File: config.mk
export PLATFORM = sky130hd
export DESIGN_NAME = sample_logger_with_browse
export DESIGN_NICKNAME = d
export VERILOG_FILES = /design/src/hw/rtl/slb_pkg.sv /design/src/hw/rtl/slb_ram.sv /design/src/hw/rtl/sample_logger_with_browse.sv
export SDC_FILE = /design/constraint.sdc
export NUM_CORES = 2
export LEC_CHECK = 0
export ABC_AREA = 1
export BUFFER_PORTS_ARGS = -buffer_cell sky130_fd_sc_hd__buf_2
export CAP_MARGIN = 20
export CELL_PAD_IN_SITES_DETAIL_PLACEMENT = 1
export CELL_PAD_IN_SITES_GLOBAL_PLACEMENT = 1
export CORE_MARGIN = 8
export CORE_UTILIZATION = 25
export DETAILED_ROUTE_END_ITERATION = 10
export PLACE_DENSITY_LB_ADDON = 0.1
export SLEW_MARGIN = 20
export SYNTH_ARGS = -nofsm -noshare
export SYNTH_HDL_FRONTEND = slang
export SYNTH_SLANG_ARGS = --single-unit
File: constraint.sdc
create_clock -name clk -period 6.5 [get_ports clk]
set_input_delay 0.325 -clock clk [delete_from_list [all_inputs] [get_ports clk]]
set_output_delay 0.325 -clock clk [all_outputs]
set_load 0.02 [all_outputs]
File: src/hw/rtl/slb_pkg.sv
package slb_pkg;

    // Store geometry
    localparam int STORE_DEPTH = 512;
    localparam int ADDR_W      = $clog2(STORE_DEPTH);
    // Cursor spans -1 .. STORE_DEPTH, so one extra magnitude bit plus a sign bit
    localparam int CUR_W       = ADDR_W + 2;
    localparam int READ_W      = 6;
    localparam int SHOWN_W     = 9;
    localparam int UNITS_W     = 3;
    localparam int TENTHS_W    = 4;

    typedef logic signed [CUR_W-1:0] cursor_t;
    typedef logic [READ_W-1:0]       reading_t;

    typedef enum logic [1:0] {
        MODE_SAMPLE = 2'd0,
        MODE_PLUS   = 2'd1,
        MODE_LEFT   = 2'd2,
        MODE_RIGHT  = 2'd3
    } mode_t;

    typedef enum logic [2:0] {
        STAT_STORED = 3'd0,
        STAT_FULL   = 3'd1,
        STAT_SHOW   = 3'd2,
        STAT_NONE   = 3'd3,
        STAT_IDLE   = 3'd4
    } status_t;

    localparam cursor_t CUR_DEPTH = cursor_t'(STORE_DEPTH);
    localparam cursor_t CUR_ONE   = cursor_t'(1);
    localparam cursor_t CUR_NEG1  = cursor_t'(-1);
    localparam cursor_t CUR_ZERO  = cursor_t'(0);

    // Scale a raw 8-bit sample to tenths of a volt: sample*50/255, truncated.
    // Divide by 255 through the reciprocal 257/65536, then fix the one-low case.
    function automatic reading_t scale_sample(input logic [7:0] raw);
        logic [13:0] prod;
        logic [21:0] recip;
        logic [5:0]  quot;
        logic [13:0] back;
        logic [13:0] rem;
        begin
            prod  = 14'(raw) * 14'd50;
            recip = 22'(prod) * 22'd257;
            quot  = recip[21:16];
            back  = 14'(quot) * 14'd255;
            rem   = prod - back;
            if (rem >= 14'd255)
            begin
                quot = quot + 6'd1;
            end
            scale_sample = quot;
        end
    endfunction

    // Whole-volts digit: v/10 as (v*205)>>11, exact for v below 64
    function automatic logic [UNITS_W-1:0] volts_digit(input reading_t v);
        logic [13:0] prod;
        begin
            prod        = 14'(v) * 14'd205;
            volts_digit = UNITS_W'(prod[13:11]);
        end
    endfunction

    // Tenths digit: remainder after the whole volts
    function automatic logic [TENTHS_W-1:0] tenths_digit(input reading_t v);
        logic [UNITS_W-1:0] u;
        logic [6:0]         tens;
        logic [6:0]         diff;
        begin
            u            = volts_digit(v);
            tens         = 7'(u) * 7'd10;
            diff         = 7'(v) - tens;
            tenths_digit = diff[TENTHS_W-1:0];
        end
    endfunction

endpackage

File: src/hw/rtl/slb_ram.sv
module slb_ram #(
    parameter int WIDTH = 8,
    parameter int DEPTH = 512
) (
    input  logic                     clk,
    input  logic                     en,
    input  logic                     we,
    input  logic [$clog2(DEPTH)-1:0] addr,
    input  logic [WIDTH-1:0]         wdata,
    output logic [WIDTH-1:0]         rdata
);

    logic [WIDTH-1:0] mem [DEPTH];
    logic [WIDTH-1:0] rdata_reg;

    // Single port: write, or read with registered data that holds until the next read
    always_ff @(posedge clk)
    begin
        if (en)
        begin
            if (we)
            begin
                mem[addr] <= wdata;
            end
            else
            begin
                rdata_reg <= mem[addr];
            end
        end
    end

    assign rdata = rdata_reg;

endmodule

File: src/hw/rtl/sample_logger_with_browse.sv
// Channel | Handshake                | Payload
// input   | in_valid / in_stall      | mode[1:0], sample[7:0]
// output  | out_valid / out_stall    | status[2:0], shown_address[8:0], volts_units[2:0],
//         |                          | volts_tenths[3:0], browsing
//
// Each item passes through S_ACCEPT and S_RESOLVE: the accept cycle updates cursor and mode
// and issues at most one store access (write of the scaled sample or read of the shown
// entry); S_RESOLVE then takes the registered read data, splits it into digits and loads
// the result beat. A result waiting under out_stall does not block the next accept; that
// item waits in S_RESOLVE until the output register frees.
// rst_n clears cursor, last entry, browse mode and the handshake; the store is not cleared.
module sample_logger_with_browse (
    input  logic       clk,
    input  logic       rst_n,
    input  logic       in_valid,
    output logic       in_stall,
    input  logic [1:0] mode,
    input  logic [7:0] sample,
    output logic       out_valid,
    input  logic       out_stall,
    output logic [2:0] status,
    output logic [8:0] shown_address,
    output logic [2:0] volts_units,
    output logic [3:0] volts_tenths,
    output logic       browsing
);

    typedef enum logic {
        S_ACCEPT,
        S_RESOLVE
    } state_t;

    state_t                              state_reg, state_next;
    slb_pkg::cursor_t                    cursor_reg, cursor_next;
    slb_pkg::cursor_t                    last_reg, last_next;
    logic                                browse_reg, browse_next;
    slb_pkg::status_t                    pend_status_reg, pend_status_next;
    logic [slb_pkg::SHOWN_W-1:0]         pend_addr_reg, pend_addr_next;
    logic                                out_valid_reg, out_valid_next;
    slb_pkg::status_t                    status_reg, status_next;
    logic [slb_pkg::SHOWN_W-1:0]         shown_reg, shown_next;
    logic [slb_pkg::UNITS_W-1:0]         units_reg, units_next;
    logic [slb_pkg::TENTHS_W-1:0]        tenths_reg, tenths_next;
    logic                                browsing_reg, browsing_next;

    logic                                accept;
    logic                                out_free;
    slb_pkg::mode_t                      mode_in;
    slb_pkg::cursor_t                    cur_dec;
    slb_pkg::cursor_t                    cur_inc;
    slb_pkg::cursor_t                    last_inc;
    logic                                ram_en;
    logic                                ram_we;
    logic [slb_pkg::ADDR_W-1:0]          ram_addr;
    slb_pkg::reading_t                   ram_wdata;
    slb_pkg::reading_t                   ram_rdata;

    slb_ram #(
        .WIDTH (slb_pkg::READ_W),
        .DEPTH (slb_pkg::STORE_DEPTH)
    ) u_store (
        .clk   (clk),
        .en    (ram_en),
        .we    (ram_we),
        .addr  (ram_addr),
        .wdata (ram_wdata),
        .rdata (ram_rdata)
    );

    assign accept    = in_valid && (state_reg == S_ACCEPT);
    assign out_free  = !out_valid_reg || !out_stall;
    assign mode_in   = slb_pkg::mode_t'(mode);
    assign cur_dec   = cursor_reg - slb_pkg::CUR_ONE;
    assign cur_inc   = cursor_reg + slb_pkg::CUR_ONE;
    assign last_inc  = last_reg + slb_pkg::CUR_ONE;
    assign ram_wdata = slb_pkg::scale_sample(sample);

    // Decode the accepted beat, step the cursor, issue any store access and load the result beat
    always_comb
    begin
        state_next       = state_reg;
        cursor_next      = cursor_reg;
        last_next        = last_reg;
        browse_next      = browse_reg;
        pend_status_next = pend_status_reg;
        pend_addr_next   = pend_addr_reg;
        out_valid_next   = out_valid_reg && out_stall;
        status_next      = status_reg;
        shown_next       = shown_reg;
        units_next       = units_reg;
        tenths_next      = tenths_reg;
        browsing_next    = browsing_reg;
        ram_en           = 1'b0;
        ram_we           = 1'b0;
        ram_addr         = cursor_reg[slb_pkg::ADDR_W-1:0];

        unique case (state_reg)
            S_ACCEPT:
            begin
                if (accept)
                begin
                    state_next       = S_RESOLVE;
                    pend_status_next = slb_pkg::STAT_IDLE;
                    pend_addr_next   = '0;
                    case (mode_in)
                        slb_pkg::MODE_SAMPLE:
                        begin
                            if (!browse_reg)
                            begin
                                if (cursor_reg >= slb_pkg::CUR_DEPTH)
                                begin
                                    cursor_next      = slb_pkg::CUR_DEPTH;
                                    pend_status_next = slb_pkg::STAT_FULL;
                                end
                                else
                                begin
                                    ram_en           = 1'b1;
                                    ram_we           = 1'b1;
                                    cursor_next      = cur_inc;
                                    pend_status_next = slb_pkg::STAT_STORED;
                                end
                            end
                        end
                        slb_pkg::MODE_PLUS:
                        begin
                            if (!browse_reg)
                            begin
                                browse_next = 1'b1;
                                if (cur_dec < slb_pkg::CUR_ZERO)
                                begin
                                    cursor_next      = slb_pkg::CUR_NEG1;
                                    last_next        = slb_pkg::CUR_NEG1;
                                    pend_status_next = slb_pkg::STAT_NONE;
                                end
                                else
                                begin
                                    cursor_next      = cur_dec;
                                    last_next        = cur_dec;
                                    ram_en           = 1'b1;
                                    ram_addr         = cur_dec[slb_pkg::ADDR_W-1:0];
                                    pend_addr_next   = slb_pkg::SHOWN_W'(unsigned'(cur_dec));
                                    pend_status_next = slb_pkg::STAT_SHOW;
                                end
                            end
                            else
                            begin
                                browse_next = 1'b0;
                                cursor_next = slb_pkg::CUR_ZERO;
                                last_next   = slb_pkg::CUR_ZERO;
                            end
                        end
                        slb_pkg::MODE_LEFT:
                        begin
                            if (browse_reg)
                            begin
                                if (cur_dec < slb_pkg::CUR_ZERO)
                                begin
                                    cursor_next      = slb_pkg::CUR_NEG1;
                                    pend_status_next = slb_pkg::STAT_NONE;
                                end
                                else
                                begin
                                    cursor_next      = cur_dec;
                                    ram_en           = 1'b1;
                                    ram_addr         = cur_dec[slb_pkg::ADDR_W-1:0];
                                    pend_addr_next   = slb_pkg::SHOWN_W'(unsigned'(cur_dec));
                                    pend_status_next = slb_pkg::STAT_SHOW;
                                end
                            end
                        end
                        default:
                        begin
                            if (browse_reg)
                            begin
                                if (cur_inc > last_reg)
                                begin
                                    cursor_next      = last_inc;
                                    pend_status_next = slb_pkg::STAT_NONE;
                                end
                                else
                                begin
                                    cursor_next      = cur_inc;
                                    ram_en           = 1'b1;
                                    ram_addr         = cur_inc[slb_pkg::ADDR_W-1:0];
                                    pend_addr_next   = slb_pkg::SHOWN_W'(unsigned'(cur_inc));
                                    pend_status_next = slb_pkg::STAT_SHOW;
                                end
                            end
                        end
                    endcase
                end
            end
            S_RESOLVE:
            begin
                // Load the result beat once the output register frees
                if (out_free)
                begin
                    state_next     = S_ACCEPT;
                    out_valid_next = 1'b1;
                    status_next    = pend_status_reg;
                    browsing_next  = browse_reg;
                    if (pend_status_reg == slb_pkg::STAT_SHOW)
                    begin
                        shown_next  = pend_addr_reg;
                        units_next  = slb_pkg::volts_digit(ram_rdata);
                        tenths_next = slb_pkg::tenths_digit(ram_rdata);
                    end
                    else
                    begin
                        shown_next  = '0;
                        units_next  = '0;
                        tenths_next = '0;
                    end
                end
            end
            default:
            begin
                state_next = S_ACCEPT;
            end
        endcase
    end

    // Hold state, cursor and the registered result beat
    always_ff @(posedge clk or negedge rst_n)
    begin
        if (!rst_n)
        begin
            state_reg       <= S_ACCEPT;
            cursor_reg      <= slb_pkg::CUR_ZERO;
            last_reg        <= slb_pkg::CUR_ZERO;
            browse_reg      <= 1'b0;
            pend_status_reg <= slb_pkg::STAT_IDLE;
            pend_addr_reg   <= '0;
            out_valid_reg   <= 1'b0;
            status_reg      <= slb_pkg::STAT_IDLE;
            shown_reg       <= '0;
            units_reg       <= '0;
            tenths_reg      <= '0;
            browsing_reg    <= 1'b0;
        end
        else
        begin
            state_reg       <= state_next;
            cursor_reg      <= cursor_next;
            last_reg        <= last_next;
            browse_reg      <= browse_next;
            pend_status_reg <= pend_status_next;
            pend_addr_reg   <= pend_addr_next;
            out_valid_reg   <= out_valid_next;
            status_reg      <= status_next;
            shown_reg       <= shown_next;
            units_reg       <= units_next;
            tenths_reg      <= tenths_next;
            browsing_reg    <= browsing_next;
        end
    end

    assign in_stall      = (state_reg != S_ACCEPT);
    assign out_valid     = out_valid_reg;
    assign status        = status_reg;
    assign shown_address = shown_reg;
    assign volts_units   = units_reg;
    assign volts_tenths  = tenths_reg;
    assign browsing      = browsing_reg;

    // Cursor stays within -1 .. depth
    a_cursor_range: assert property (@(posedge clk) disable iff (!rst_n)
        (cursor_reg >= slb_pkg::CUR_NEG1) && (cursor_reg <= slb_pkg::CUR_DEPTH))
        else $error("cursor out of range");

    // While browsing the cursor never passes one beyond the last entry
    a_browse_bound: assert property (@(posedge clk) disable iff (!rst_n)
        browse_reg |-> (cursor_reg <= last_inc))
        else $error("cursor beyond last stored entry");

    // While recording the last entry is cleared and the cursor is not negative
    a_record_state: assert property (@(posedge clk) disable iff (!rst_n)
        !browse_reg |-> ((last_reg == slb_pkg::CUR_ZERO) && (cursor_reg >= slb_pkg::CUR_ZERO)))
        else $error("recording state inconsistent");

    // A shown reading is only ever reported in browse mode
    a_show_browsing: assert property (@(posedge clk) disable iff (!rst_n)
        (out_valid_reg && (status_reg == slb_pkg::STAT_SHOW)) |-> browsing_reg)
        else $error("reading shown while recording");

    // A result beat is loaded only from the resolve cycle
    a_load_source: assert property (@(posedge clk) disable iff (!rst_n)
        (out_valid_reg && !$past(out_valid_reg)) |-> ($past(state_reg) == S_RESOLVE))
        else $error("result loaded outside resolve");

endmodule
==> impl_metrics.tcl <==
set metrics [dict create \
    rsz0062_at_grt "true" \
    firstDrtPassIters 5 \
    clk_pin_slew_worst_paths_ns 0.06 \
    crit_slowest_cell "fa_1" \
    crit_arrival_ns 9.30 \
    fin_crit_ns 8.50 \
    avgSynthCellArea_sq_um 10.0 \
    slowest_delay_ns 0.58 \
    synth_cells 13800 \
    hp-class "input port to flop" \
    synth_commonest_cells "nand2_1 (6,787), edfxtp_1 (3,078), inv_1 (921), nor2_1 (785), o21ai_0 (638)" \
    synth_top_area_share_pct 66.8 \
    synth_seq_cells 3135 \
    yosysMostFrequentCell "nand2_1" \
    clockBufferDepth 4 \
    setup_ws_ns -2.00 \
    netlist_area_sq_um 138000 \
    fin_skew_ns 0.109 \
    postRouteWirelength_mm 546 \
    synth_fp_nets 14000 \
    viasPerCell 4.36 \
    finalMaxSlewViolations 0 \
    start_util_pct 25.1 \
    yosysTopAreaCell "edfxtp_1" \
    grt_usage_pct 18.1 \
    synthTopCellsByArea "edfxtp_1 (67%), nand2_1 (18%), inv_1 (2.5%)" \
    r2r_slack_ns -0.19 \
    largest_register_ffs 3072 \
    die_width_um 760 \
    vias 101000 \
    fin_crit_sh_pct 131 \
    timing.rr.start "cursor_reg[0]$_DFFE_PN0P_" \
    slew_headroom_pct 22.0 \
    num-nets-final 15700 \
    fill_cells 61700 \
    ys.flop_type "edfxtp_1" \
    holdPathEnd "out_valid$_DFF_PN0_" \
    areaGrowthSynthToFinish_pct 28.0 \
    violations "negative setup slack" \
    clk_latency_ns 1.04 \
    grt_pass1_wl_mm 767 \
    tns_ns -5738.49 \
    coreArea_sq_um 552000 \
    wl_per_cell_um 23.6 \
    min_from "out_stall" \
    reg2regPathDepth 39 \
    grt_overflow 0 \
    grt_start_max_net_pins 82 \
    setup_violations 3077 \
    instances_no_fill 23100 \
    synth-async-reset-ratio_pct 1.82 \
    drt_iter0_markers 6433 \
    gp_routability_congestion 0.781 \
    h-tree-depth 5 \
    clkSinkCount 3135 \
    outcome "finished, violations left" \
    whs_ns 0.196 \
    whs_path_depth 4 \
    place_inst 22300 \
    drive_above_1_share_pct 17.0 \
    cts_inserted_buffers 390 \
    io_buffers 35 \
    design_area_sq_um 177000 \
    pin_count 36 \
    fp.dieH_um 760 \
    final-hold-violation-count 0 \
    fp-row-count 273 \
    yosysWarnings 0 \
    dpl_cell_area_sq_um 162000 \
    cpMostUsedCell "ha_4" \
    worstMarginPinSlew_ns 1.17 \
    cp.required_ns 7.30 \
    ys_types 50 \
    grt_antenna_before_repair 50 \
    post-route-drc-count 0 \
    cts_tree "yes" \
    seq_area_frac_synth_pct 67.8 \
    synth_edf_count 3078 \
    max_freq_mhz 118 \
    dp_hpwl_mm 373 \
    root_buffer "clkbuf_16" \
    crit_fanout 8 \
    start_kind "input port" \
    die_area_sq_um 578000 \
    end_kind "flop" \
    regToRegEndpoint "u_store.rdata[2]$_DFFE_PP_" \
    ant_nets 0 \
    maxCapViolations 0 \
    critical_path_class "input port to flop" \
    grt_pass1_vias 102000 \
]
worst max-delay path: cells and delay by family:
kind | cells | cell delay [ns]
XOR/XNOR | 2 | 0.38
adder cells (fa/ha/maj) | 11 | 4.16
buffers and inverters | 13 | 1.47
AO/OA/AOI/OAI | 10 | 1.28
AND/OR/NAND/NOR | 17 | 1.63
kinds of logic after synthesis:
logic type | after synthesis | synth area share (%)
flops | 3135 | 67.8
xor+xnor | 43 | 0.272
compound gates | 974 | 3.64
mux | 1 | 0.00814
simple gates | 7862 | 21.8
buf+inv | 1645 | 4.96
fa+ha+maj | 150 | 1.52
worst max-delay path by stage:
stage / startpoint / to / slack [ns] / depth (start not counted)
final: sample[3] / u_store.mem[207][0]$_DFFE_PP_ / -2.00 / 53
after floorplan: sample[4] / u_store.mem[0][0]$_DFFE_PP_ / -3.49 / 47
after detailed placement: sample[3] / u_store.mem[161][5]$_DFFE_PP_ / -3.51 / 48
after CTS: sample[3] / u_store.mem[177][5]$_DFFE_PP_ / -1.83 / 52
after global routing: sample[3] / u_store.mem[207][0]$_DFFE_PP_ / -2.42 / 48
after global placement: sample[4] / u_store.mem[165][5]$_DFFE_PP_ / -3.72 / 51
area by class of cell:
| class | instances | area, sq um | area share, % |
|---|---|---|---|
| antenna | 5 | 12.5 | 0.00707 |
| inverter | 934 | 3520 | 1.99 |
| sequential | 3135 | 93900 | 53.0 |
| multi-input combinational | 9031 | 38700 | 21.8 |
| timing repair buffer | 2011 | 19600 | 11.1 |
| clock buffer | 498 | 10200 | 5.78 |
| tap | 7287 | 9120 | 5.15 |
| clock inverter | 202 | 2060 | 1.16 |
cells in the final DEF (no fill, tap or decap), types with 15 or more instances in the layout:
master | Yosys | layout
nand4_1 | 70 | 70
fa_1 | 31 | 28
bufinv_16 | 0 | 26
o21ai_1 | 218 | 221
inv_1 | 921 | 904
o21ai_0 | 638 | 631
buf_4 | 15 | 1616
xor2_1 | 33 | 28
nor3_1 | 19 | 18
buf_16 | 0 | 23
nor2_1 | 785 | 774
nor2_4 | 8 | 18
nand3_1 | 139 | 114
clkinv_2 | 0 | 59
clkbuf_16 | 0 | 418
ha_4 | 0 | 20
inv_2 | 11 | 24
nand3_4 | 1 | 24
nand2_2 | 7 | 16
buf_6 | 30 | 26
a21oi_1 | 58 | 50
clkinv_16 | 0 | 15
clkinv_1 | 2 | 85
dfrtp_1 | 55 | 55
buf_2 | 328 | 32
nand2_1 | 6787 | 6761
buf_12 | 0 | 268
ha_1 | 119 | 98
edfxtp_1 | 3078 | 3078
clkbuf_1 | 295 | 104
routing by layer:
| metal | track usage (%) | wire length, um | vias up |
|---|---|---|---|
| met3 | 2.08 | 20100 | 634 |
| met2 | 29.8 | 253000 | 1612 |
| met4 | 4.78 | 15300 | 4 |
| met5 | 0 | 22 | - |
| li1 | - | - | 48400 |
| met1 | 25.2 | 258000 | 50100 |
stage by stage:
| step | setup WS, ns | utilization, % |
|---|---|---|
| after global placement | -3.72 | 29.4 |
| after detailed placement | -3.51 | 29.4 |
| after CTS | -1.83 | 31.8 |
| after global routing | -2.42 | 32.1 |
| after floorplan | -3.49 | - |
| final | -2.00 | 32.1 |
repair_timing:
action,in CTS,in global routing
hold endpoints to repair,69,0
resized for setup,88,84
setup buffers,29,27
endpoints found under the setup margin,3085,4037
pin swaps,57,36
cloned,11,39
hold buffers,7,0
Power is not shown: default switching activity piles up to over one toggle a cycle in this logic, so the estimate is an artifact.
